[src/rtl/cddi_pkg.sv]
`timescale 1ns / 1ps
// ============================================================================
// cddi_pkg
// Shared constants, types and helper functions for the disc ID generator.
// ============================================================================
package cddi_pkg;

    // track limit and field widths
    localparam int MAX_TRACK_COUNT = 99;
    localparam int MIN_W           = 7;
    localparam int SEC_W           = 6;
    localparam int TIME_W          = 13;
    localparam int DIG_W           = 7;
    localparam int DSUM7_W         = 5;
    localparam int DSUM_W          = 6;
    localparam int DTOTAL_W        = 12;
    localparam int TRACK_W         = 7;
    localparam int ID_W            = 32;
    localparam int CSUM_W          = 8;
    localparam int PLAY_W          = 16;
    localparam int COUNT_W         = 8;

    // checksum folding modulus
    localparam int CSUM_MOD        = 255;

    // reciprocal of 100, exact floor for any 13-bit value
    localparam int RECIP_W         = 14;
    localparam int RECIP_SHIFT     = 19;
    localparam int PROD_W          = 26;
    localparam logic [RECIP_W-1:0] RECIP_100 = RECIP_W'(5243);

    // decoupling queue between front and back
    localparam int QUEUE_DEPTH     = 4;
    localparam int QPTR_W          = $clog2(QUEUE_DEPTH);
    localparam int QCNT_W          = $clog2(QUEUE_DEPTH + 1);

    // classified track item handed from front to back
    typedef struct packed {
        logic [DSUM_W-1:0] digit_sum;
        logic [TIME_W-1:0] start_total;
        logic [TIME_W-1:0] length_total;
        logic              last;
    } track_item_t;

    // minutes and seconds to total seconds (min * 60 as two shifts)
    function automatic logic [TIME_W-1:0] to_seconds(
        input logic [MIN_W-1:0] mins,
        input logic [SEC_W-1:0] secs
    );
        logic [TIME_W-1:0] mw;
        mw = TIME_W'(mins);
        return (mw << 6) - (mw << 2) + TIME_W'(secs);
    endfunction

    // decimal digit sum of a value below 100: v - 9 * floor(v / 10)
    function automatic logic [DSUM7_W-1:0] digit_sum7(input logic [DIG_W-1:0] v);
        logic [3:0]       tens;
        logic [DIG_W-1:0] nine_tens;
        tens = '0;
        for (int k = 1; k <= 12; k++)
        begin
            if (v >= DIG_W'(10 * k))
            begin
                tens = tens + 4'd1;
            end
        end
        nine_tens = DIG_W'({tens, 3'b000}) + DIG_W'(tens);
        return DSUM7_W'(v - nine_tens);
    endfunction

endpackage

[src/rtl/cd_disc_id_generator.sv]
`timescale 1ns / 1ps
// ============================================================================
// cd_disc_id_generator
// Disc ID generator: builds the 32-bit table-of-contents ID track by track.
// ============================================================================
// Usage:
//   Input channel (push/full): one item per track, start minutes and seconds,
//   with last_track set on the final track together with the disc length.
//   Result channel (empty/pop): one item per disc, holding disc_id, the
//   track count and the overflow flag; it shows while empty is low.
//   Throughput: one track item per cycle while full stays low.
//   Path: a last-track item is loaded into the first front stage at the
//   accepting edge, then passes two more front stages (hundreds split, digit
//   sum), the item queue, then the accumulator's result register.
//   Tracks past the 99th are not counted and set track_overflow.
//   Reset clears all per-disc state, the pipeline and the queue; empty is high.
//   A stalled result blocks the queue only once a last-track item reaches its
//   head; earlier tracks keep flowing, later ones back up until the queue and
//   front stages fill, then full rises.
// ============================================================================
module cd_disc_id_generator
(
    input  logic        clk,
    input  logic        rst_n,
    input  logic        push,
    output logic        full,
    input  logic [6:0]  start_minutes,
    input  logic [5:0]  start_seconds,
    input  logic        last_track,
    input  logic [6:0]  length_minutes,
    input  logic [5:0]  length_seconds,
    input  logic        pop,
    output logic        empty,
    output logic [31:0] disc_id,
    output logic [6:0]  track_total,
    output logic        track_overflow
);
    import cddi_pkg::*;

    logic        q_push;
    logic        q_full;
    logic        q_pop;
    logic        q_empty;
    track_item_t q_wr_item;
    track_item_t q_rd_item;

    // front end: conversion and digit sum
    cddi_front u_front
    (
        .clk            (clk),
        .rst_n          (rst_n),
        .push           (push),
        .full           (full),
        .start_minutes  (start_minutes),
        .start_seconds  (start_seconds),
        .last_track     (last_track),
        .length_minutes (length_minutes),
        .length_seconds (length_seconds),
        .q_full         (q_full),
        .q_push         (q_push),
        .q_item         (q_wr_item)
    );

    // decoupling queue
    cddi_queue u_queue
    (
        .clk     (clk),
        .rst_n   (rst_n),
        .wr_en   (q_push),
        .wr_item (q_wr_item),
        .q_full  (q_full),
        .rd_en   (q_pop),
        .rd_item (q_rd_item),
        .q_empty (q_empty)
    );

    // back end: accumulation and id packing
    cddi_back u_back
    (
        .clk            (clk),
        .rst_n          (rst_n),
        .q_empty        (q_empty),
        .q_item         (q_rd_item),
        .q_pop          (q_pop),
        .pop            (pop),
        .empty          (empty),
        .disc_id        (disc_id),
        .track_total    (track_total),
        .track_overflow (track_overflow)
    );

endmodule

[src/rtl/cddi_front.sv]
`timescale 1ns / 1ps
// ============================================================================
// cddi_front
// Three-stage elastic front end: converts each track to seconds, splits the
// start into hundreds and remainder, and forms its decimal digit sum.
// ============================================================================
module cddi_front
(
    input  logic                      clk,
    input  logic                      rst_n,
    input  logic                      push,
    output logic                      full,
    input  logic [6:0]                start_minutes,
    input  logic [5:0]                start_seconds,
    input  logic                      last_track,
    input  logic [6:0]                length_minutes,
    input  logic [5:0]                length_seconds,
    input  logic                      q_full,
    output logic                      q_push,
    output cddi_pkg::track_item_t     q_item
);
    import cddi_pkg::*;

    logic              s1_valid_reg;
    logic [TIME_W-1:0] s1_start_reg;
    logic [TIME_W-1:0] s1_length_reg;
    logic              s1_last_reg;

    logic              s2_valid_reg;
    logic [DIG_W-1:0]  s2_hund_reg;
    logic [DIG_W-1:0]  s2_rem_reg;
    logic [TIME_W-1:0] s2_start_reg;
    logic [TIME_W-1:0] s2_length_reg;
    logic              s2_last_reg;

    logic              s3_valid_reg;
    track_item_t       s3_item_reg;

    logic              s1_ready;
    logic              s2_ready;
    logic              s3_ready;
    logic              accept;

    logic [PROD_W-1:0] prod;
    logic [DIG_W-1:0]  s2_hund_next;
    logic [TIME_W-1:0] hund_x100;
    logic [DIG_W-1:0]  s2_rem_next;
    track_item_t       s3_item_next;

    // backpressure chain, each stage moves when the next one frees up
    assign s3_ready = !s3_valid_reg || !q_full;
    assign s2_ready = !s2_valid_reg || s3_ready;
    assign s1_ready = !s1_valid_reg || s2_ready;
    assign full     = !s1_ready;
    assign accept   = push && s1_ready;
    assign q_push   = s3_valid_reg && !q_full;
    assign q_item   = s3_item_reg;

    // hundreds and remainder of the start seconds
    always_comb
    begin
        prod         = PROD_W'(s1_start_reg) * PROD_W'(RECIP_100);
        s2_hund_next = prod[RECIP_SHIFT +: DIG_W];
        hund_x100    = (TIME_W'(s2_hund_next) << 6) + (TIME_W'(s2_hund_next) << 5)
                     + (TIME_W'(s2_hund_next) << 2);
        s2_rem_next  = DIG_W'(s1_start_reg - hund_x100);
    end

    // digit sum from the two halves
    always_comb
    begin
        s3_item_next.digit_sum    = DSUM_W'(digit_sum7(s2_hund_reg))
                                  + DSUM_W'(digit_sum7(s2_rem_reg));
        s3_item_next.start_total  = s2_start_reg;
        s3_item_next.length_total = s2_length_reg;
        s3_item_next.last         = s2_last_reg;
    end

    // stage valid flags
    always_ff @(posedge clk or negedge rst_n)
    begin
        if (!rst_n)
        begin
            s1_valid_reg <= 1'b0;
            s2_valid_reg <= 1'b0;
            s3_valid_reg <= 1'b0;
        end
        else
        begin
            if (s1_ready)
            begin
                s1_valid_reg <= push;
            end
            if (s2_ready)
            begin
                s2_valid_reg <= s1_valid_reg;
            end
            if (s3_ready)
            begin
                s3_valid_reg <= s2_valid_reg;
            end
        end
    end

    // stage payload
    always_ff @(posedge clk)
    begin
        if (accept)
        begin
            s1_start_reg  <= to_seconds(start_minutes, start_seconds);
            s1_length_reg <= to_seconds(length_minutes, length_seconds);
            s1_last_reg   <= last_track;
        end
        if (s2_ready && s1_valid_reg)
        begin
            s2_hund_reg   <= s2_hund_next;
            s2_rem_reg    <= s2_rem_next;
            s2_start_reg  <= s1_start_reg;
            s2_length_reg <= s1_length_reg;
            s2_last_reg   <= s1_last_reg;
        end
        if (s3_ready && s2_valid_reg)
        begin
            s3_item_reg   <= s3_item_next;
        end
    end

endmodule

[src/rtl/cddi_queue.sv]
`timescale 1ns / 1ps
// ============================================================================
// cddi_queue
// Short first-in first-out queue of classified track items.
// ============================================================================
module cddi_queue
(
    input  logic                      clk,
    input  logic                      rst_n,
    input  logic                      wr_en,
    input  cddi_pkg::track_item_t     wr_item,
    output logic                      q_full,
    input  logic                      rd_en,
    output cddi_pkg::track_item_t     rd_item,
    output logic                      q_empty
);
    import cddi_pkg::*;

    track_item_t       slot_reg [QUEUE_DEPTH];
    logic [QPTR_W-1:0] wr_ptr_reg;
    logic [QPTR_W-1:0] rd_ptr_reg;
    logic [QCNT_W-1:0] count_reg;
    logic [QPTR_W-1:0] wr_ptr_next;
    logic [QPTR_W-1:0] rd_ptr_next;
    logic              do_wr;
    logic              do_rd;

    assign q_full  = (count_reg == QCNT_W'(QUEUE_DEPTH));
    assign q_empty = (count_reg == '0);
    assign do_wr   = wr_en && !q_full;
    assign do_rd   = rd_en && !q_empty;
    assign rd_item = slot_reg[rd_ptr_reg];

    // pointer wrap
    always_comb
    begin
        wr_ptr_next = (wr_ptr_reg == QPTR_W'(QUEUE_DEPTH - 1)) ? '0 : wr_ptr_reg + 1'b1;
        rd_ptr_next = (rd_ptr_reg == QPTR_W'(QUEUE_DEPTH - 1)) ? '0 : rd_ptr_reg + 1'b1;
    end

    // pointers and fill count
    always_ff @(posedge clk or negedge rst_n)
    begin
        if (!rst_n)
        begin
            wr_ptr_reg <= '0;
            rd_ptr_reg <= '0;
            count_reg  <= '0;
        end
        else
        begin
            if (do_wr)
            begin
                wr_ptr_reg <= wr_ptr_next;
            end
            if (do_rd)
            begin
                rd_ptr_reg <= rd_ptr_next;
            end
            if (do_wr && !do_rd)
            begin
                count_reg <= count_reg + 1'b1;
            end
            else if (do_rd && !do_wr)
            begin
                count_reg <= count_reg - 1'b1;
            end
        end
    end

    // item storage
    always_ff @(posedge clk)
    begin
        if (do_wr)
        begin
            slot_reg[wr_ptr_reg] <= wr_item;
        end
    end

endmodule

[src/rtl/cddi_back.sv]
`timescale 1ns / 1ps
// ============================================================================
// cddi_back
// Per-disc accumulator: sums digit totals, counts tracks, keeps the first
// start and packs the disc ID into the result register on the last track.
// ============================================================================
module cddi_back
(
    input  logic                      clk,
    input  logic                      rst_n,
    input  logic                      q_empty,
    input  cddi_pkg::track_item_t     q_item,
    output logic                      q_pop,
    input  logic                      pop,
    output logic                      empty,
    output logic [31:0]               disc_id,
    output logic [6:0]                track_total,
    output logic                      track_overflow
);
    import cddi_pkg::*;

    logic [DTOTAL_W-1:0] digit_total_reg;
    logic [TRACK_W-1:0]  tracks_seen_reg;
    logic [TIME_W-1:0]   first_start_reg;
    logic                overflow_seen_reg;

    logic                out_valid_reg;
    logic [ID_W-1:0]     disc_id_reg;
    logic [TRACK_W-1:0]  track_total_reg;
    logic                track_overflow_reg;

    logic                take;
    logic                under_max;
    logic [DTOTAL_W-1:0] digit_total_next;
    logic [TRACK_W-1:0]  tracks_seen_next;
    logic [TIME_W-1:0]   first_start_next;
    logic                overflow_seen_next;
    logic [CSUM_W:0]     fold;
    logic [CSUM_W-1:0]   csum;
    logic [TIME_W-1:0]   playing;
    logic [ID_W-1:0]     disc_id_next;

    // a non-final track never waits on the result register
    assign take  = !q_empty && (!q_item.last || !out_valid_reg || pop);
    assign q_pop = take;

    assign empty          = !out_valid_reg;
    assign disc_id        = disc_id_reg;
    assign track_total    = track_total_reg;
    assign track_overflow = track_overflow_reg;

    // running totals with this track folded in
    always_comb
    begin
        under_max = (tracks_seen_reg < TRACK_W'(MAX_TRACK_COUNT));
        if (under_max)
        begin
            digit_total_next   = digit_total_reg + DTOTAL_W'(q_item.digit_sum);
            tracks_seen_next   = tracks_seen_reg + 1'b1;
            first_start_next   = (tracks_seen_reg == '0) ? q_item.start_total
                                                         : first_start_reg;
            overflow_seen_next = overflow_seen_reg;
        end
        else
        begin
            digit_total_next   = digit_total_reg;
            tracks_seen_next   = tracks_seen_reg;
            first_start_next   = first_start_reg;
            overflow_seen_next = 1'b1;
        end
    end

    // checksum mod 255 by folding the high nibble onto the low byte
    always_comb
    begin
        fold = (CSUM_W + 1)'(digit_total_next[DTOTAL_W-1:CSUM_W])
             + (CSUM_W + 1)'(digit_total_next[CSUM_W-1:0]);
        if (fold >= (CSUM_W + 1)'(CSUM_MOD))
        begin
            csum = CSUM_W'(fold - (CSUM_W + 1)'(CSUM_MOD));
        end
        else
        begin
            csum = fold[CSUM_W-1:0];
        end
    end

    // playing time, clamped at zero, and id packing
    always_comb
    begin
        if (q_item.length_total > first_start_next)
        begin
            playing = q_item.length_total - first_start_next;
        end
        else
        begin
            playing = '0;
        end
        disc_id_next = {csum, PLAY_W'(playing), COUNT_W'(tracks_seen_next)};
    end

    // per-disc state, cleared after the last track
    always_ff @(posedge clk or negedge rst_n)
    begin
        if (!rst_n)
        begin
            digit_total_reg   <= '0;
            tracks_seen_reg   <= '0;
            first_start_reg   <= '0;
            overflow_seen_reg <= 1'b0;
        end
        else if (take)
        begin
            if (q_item.last)
            begin
                digit_total_reg   <= '0;
                tracks_seen_reg   <= '0;
                first_start_reg   <= '0;
                overflow_seen_reg <= 1'b0;
            end
            else
            begin
                digit_total_reg   <= digit_total_next;
                tracks_seen_reg   <= tracks_seen_next;
                first_start_reg   <= first_start_next;
                overflow_seen_reg <= overflow_seen_next;
            end
        end
    end

    // result register valid
    always_ff @(posedge clk or negedge rst_n)
    begin
        if (!rst_n)
        begin
            out_valid_reg <= 1'b0;
        end
        else if (take && q_item.last)
        begin
            out_valid_reg <= 1'b1;
        end
        else if (pop)
        begin
            out_valid_reg <= 1'b0;
        end
    end

    // result register payload
    always_ff @(posedge clk)
    begin
        if (take && q_item.last)
        begin
            disc_id_reg        <= disc_id_next;
            track_total_reg    <= tracks_seen_next;
            track_overflow_reg <= overflow_seen_next;
        end
    end

endmodule

[config.mk]
export PLATFORM = sky130hd
export DESIGN_NAME = cd_disc_id_generator
export DESIGN_NICKNAME = d
export VERILOG_FILES = /design/src/rtl/cddi_pkg.sv /design/src/rtl/cd_disc_id_generator.sv /design/src/rtl/cddi_front.sv /design/src/rtl/cddi_queue.sv /design/src/rtl/cddi_back.sv
export SDC_FILE = /design/constraint.sdc
export NUM_CORES = 1
export LEC_CHECK = 0
export ABC_CLOCK_PERIOD_IN_PS = 16600
export BUFFER_PORTS_ARGS = -buffer_cell sky130_fd_sc_hd__buf_2
export CORE_MARGIN = 2
export CORE_UTILIZATION = 45
export DETAILED_ROUTE_END_ITERATION = 6
export SLEW_MARGIN = 30
export SYNTH_ARGS = -nofsm -noshare
export SYNTH_HDL_FRONTEND = slang
export SYNTH_HIERARCHICAL = 1
export SYNTH_SLANG_ARGS = --single-unit
[constraint.sdc]
create_clock -name clk -period 16.6 [get_ports clk]
set_input_delay 3.32 -clock clk [delete_from_list [all_inputs] [get_ports clk]]
set_output_delay 3.32 -clock clk [all_outputs]
set_load 0.01 [all_outputs]
# Word level (Yosys, flattened, before mapping)
# Memories as Yosys holds them, arrays and structs flattened.
# Cells that the tools add are included.
# totals
regBits	181
mem_bits_rw	132
elab_cells	173
n_memories	1
# classes
addsub	43
n_mul	1
magnitude_cmp	27
eq_ne	3
muxes	42
n_reduce_logical	29
# mem_list
name	depth	word_bits	read_ports	rd_ports_with_merged_regs	wr	line	text
u_queue.slot_reg	4	33	1	0	1	cddi_queue.sv:19	track_item_t slot_reg [QUEUE_DEPTH];
# ops
op	count
two-way mux 4 bit	22
>= comparator 7 bit (second input constant)	12
adder 4 x 1 -> 4 bit (second input constant)	20
>= comparator 7 x 6 -> 1 bit (second input constant)	6
two-way mux 13 bit	3
>= comparator 7 x 5 -> 1 bit (second input constant)	4
adder 13 x 6 -> 13 bit	2
multiplier 13 x 13 -> 26 bit (second input constant)	1
subtractor 13 x 9 -> 13 bit	2
two-way mux 12 bit	2
adder 7 bit	2
>= comparator 7 x 4 -> 1 bit (second input constant)	2
two-way mux 7 bit	2
greater-than comparator 13 bit	1
subtractor 13 bit	1
adder 12 x 6 -> 12 bit	1
adder 5 x 4 -> 5 bit	2
logical AND 1 bit	10
zero test 1 bit	10
subtractor 5 bit	2
adder 4 x 8 -> 9 bit	1
>= comparator 9 x 8 -> 1 bit (second input constant)	1
two-way mux 1 bit	8
two-way mux 8 bit	1
17 further kinds	27

# Depth between registers and ports, before layout
# depth
word_depth	27
depth_mapped	43

# Hierarchy
# The synthesis kept the hierarchy.
# modules_own_cells
mod	instances	cells_each	area_per_inst_um2
cddi_front	1	941	9917.0
cddi_queue	1	210	5228.8
cddi_back	1	408	4003.8

# Worst setup path after synthesis
# Ideal clock, no wire load.
# synth_path
kind	register to register
from	reg u_front.s2_rem_reg[6]
to	reg u_front.s3_item_reg (netlist bit u_front/q_item[32]) (data pin)
arrival_ns	7.434
setup_slack_ns	8.909
path_stages_with_launch	44
n_path_buf	3
synth_period_minus_slack_ns	7.691
path_cell_list	edfxtp_1 -> buf_2 -> buf_1 -> nor3_1 -> and2_1 -> ha_1 -> clkbuf_1 -> inv_1 -> xnor2_1 -> ha_1 -> o21ai_0 -> o41ai_1 -> xor2_1 -> mux2i_1 -> inv_1 -> ha_1 -> nor2_1 -> a21oi_1 -> [... 8 more ...] -> mux2i_1 -> ha_1 -> nand2_1 -> xor2_1 -> xnor2_1 -> nor4b_1 -> a21oi_1 -> xor2_1 -> xnor2_1 -> fa_1 -> inv_1 -> ha_1 -> a21oi_1 -> xnor2_1 -> xnor2_1 -> ha_1 -> o21ai_0 -> nand2b_1
# synth_lines
item	line	text
start, declared	cddi_front.sv:31	logic [DIG_W-1:0] s2_rem_reg;
start signal, assigned	cddi_front.sv:117	s2_rem_reg <= s2_rem_next;
end signal, assigned	cddi_front.sv:124	s3_item_reg <= s3_item_next;
end, declared	cddi_front.sv:37	track_item_t s3_item_reg;

==> flow_metrics.tcl <==
set metrics [dict create \
    worstSkewPairLatency_ns 0.54 \
    grt_pass1_wl_microns 58880 \
    fin_crit_ns 8.551 \
    fp-row-count 75 \
    grt_setup_unrepaired "no" \
    start_util 0.4565 \
    pre_cts_slack_ns 8.149 \
    hpwl_microns 25670 \
    wl_per_cell_microns 15.99 \
    synth_top_cell_by_area "edfxtp_1" \
    grt_max_degree 45 \
    diodes 0 \
    yosysSeqAreaShare 0.4652 \
    dr.pass1.iters 5 \
    holdBufCountCts 0 \
    fmax_ghz 0.1169 \
    setup_tns_ns 0 \
    setup_ws_ns 8.049 \
    drt_wl_total_microns 35040 \
    cts_max_level 2 \
    largest_register_ffs 132 \
    grt_overflow 0 \
    relSlewSlack 0.3795 \
    slew_violations 0 \
    fin_area_sq_mm 0.02105 \
    arrival_ns 8.83 \
    synth_cell_types 94 \
    hold_depth 0 \
    timing.final.crit_share 0.5151 \
    cp_common_cell "ha_1" \
    die_area_sq_mm 0.04422 \
    root_buffer "clkbuf_16" \
    avgViaCountPerCell 5.276 \
    top_layer_used "met4" \
    setup_viol 0 \
    vias 11565 \
    io_pins 73 \
    worst_path_max_delay_cell "edfxtp_1" \
    die_h_microns 210.3 \
    drive_gt1_frac 0.1379 \
    maxCapViolations 0 \
    worstSetupEndpointType "register" \
    synth_area_leaders "edfxtp_1 41%, ha_1 12%, fa_1 6.9%" \
    wl_met3_microns 1076 \
    status "finished clean" \
    clkSinkCount 304 \
    coreArea_sq_mm 0.04195 \
    ys_warn_count 6 \
    placed_area_sq_mm 0.01996 \
    dieWidth_microns 210.3 \
    avgSynthCellArea_sq_um 12.28 \
    crit_type "reg2reg" \
    worst_pin_slew_ns 0.9307 \
    yosys.cell_count.top_type "edfxtp_1" \
    skew_ns 0.02804 \
    grt_use_total 0.1661 \
    clk_pin_slew_ns 0.06 \
    clk_path_buf_depth 3 \
    ys_seq_elements 304 \
    place.gp.congestion 0.8488 \
    wl_met2_microns 17150 \
    numCtsBuffers 35 \
    synth_top_area_frac 0.4077 \
    cts_tree "yes" \
    cp-start-kind "register" \
    wl_met1_microns 16140 \
    antenna_found_initial 0 \
    synth-edff-count 260 \
    async_reset_ff_frac 0.1447 \
    hold_path_class "reg2reg" \
    ys.flop_type "edfxtp_1" \
    critPathRequiredTime_ns 16.88 \
    reg2reg_depth 37 \
    syn_inst 1559 \
    drc 0 \
    fin_nets 1907 \
    synth_common_cells "260 x edfxtp_1, 198 x inv_1, 181 x ha_1" \
    drt-initial-drc-count 698 \
    postCtsSetupRepairBufs 0 \
    syn2layout_area_growth_pct 9.925 \
    cts_resized 0 \
    cp_max_fo 29 \
    antenna_left 0 \
    critPathMaxStageDelay_ns 0.75 \
    io_buffer_count 68 \
    hold_viol_final 0 \
    grt_pass1_vias 11707 \
    synth_area_sq_mm 0.01915 \
]
## layer usage
layer	vias to the layer above	global-route usage
li1	5693	-
met1	5667	0.2173
met2	164	0.2885
met3	41	0.02384
met4	0	0.04793
met5	-	0
## per-stage QoR
step                hold WS, ns  instances  utilization
floorplan                0.4003       1562            -
global placement         0.4005       2131       0.4758
detailed placement       0.4045       2131       0.4759
CTS                      0.3916       2192       0.5018
global route             0.3925       2192       0.5018
finish                   0.3970       2192       0.5018
## final cells by class
| class | instances | area [sq um] |
|---|---|---|
| well taps | 539 | 674.4 |
| clock inverters | 20 | 178.9 |
| fillers | 3650 | 20900 |
| flip-flops and latches | 304 | 8910 |
| inverters | 198 | 743.2 |
| clock buffers | 41 | 908.4 |
| repair buffers | 80 | 430.4 |
| multi-input cells | 1010 | 9205 |
## path summary, 6_finish.rpt
check                                                              to                               start  slack, ns
worst min register to register           u_front/q_item[10]$_DFFE_PP_  u_front/s2_length_reg[9]$_DFFE_PP_       0.40
worst max-delay path                     u_front/q_item[32]$_DFFE_PP_    u_front/s2_hund_reg[6]$_DFFE_PP_       8.05
min in group asynchronous       u_back/tracks_seen_reg[5]$_DFFE_PN0P_                               rst_n       2.86
worst max register to register           u_front/q_item[32]$_DFFE_PP_    u_front/s2_hund_reg[6]$_DFFE_PP_       8.05
max in group asynchronous           u_queue/rd_ptr_reg[0]$_DFFE_PN0P_                               rst_n      13.30
worst min-delay path                     u_front/q_item[10]$_DFFE_PP_  u_front/s2_length_reg[9]$_DFFE_PP_       0.40
## cell usage in the layout (no fill, tap or decap), types with 32 or more instances in the layout
master	count
nor2_1	76
buf_2	68
edfxtp_1	260
clkbuf_16	35
inv_1	198
nor3_1	32
dfrtp_1	43
a21oi_1	55
fa_1	66
nand2_1	91
xnor2_1	71
o21ai_0	53
mux4_2	33
xor2_1	39
ha_1	181
## worst max-delay path, delay by kind of cell, from the launching register on
kind,cells,cell delay [ns]
adders and majority gates,8,2.69
buffers and inverters,2,0.20
AOI/OAI and AO/OA,10,1.75
DFF,1,0.75
muxes,2,0.58
and+or+nand+nor,9,1.33
xor gates and xnor gates,6,1.00
## cells by family after synthesis
kind of cell,share of synthesized area
AO/OA/AOI/OAI,0.09285
multiplexers,0.05795
AND/OR/NAND/NOR,0.08422
flip-flops,0.4652
XOR/XNOR,0.05658
other,0.0001958
adder cells (fa/ha/maj),0.1873
buffers and inverters,0.05573
Power is not shown: default switching activity piles up to over one toggle a cycle in this logic, so the estimate is an artifact.
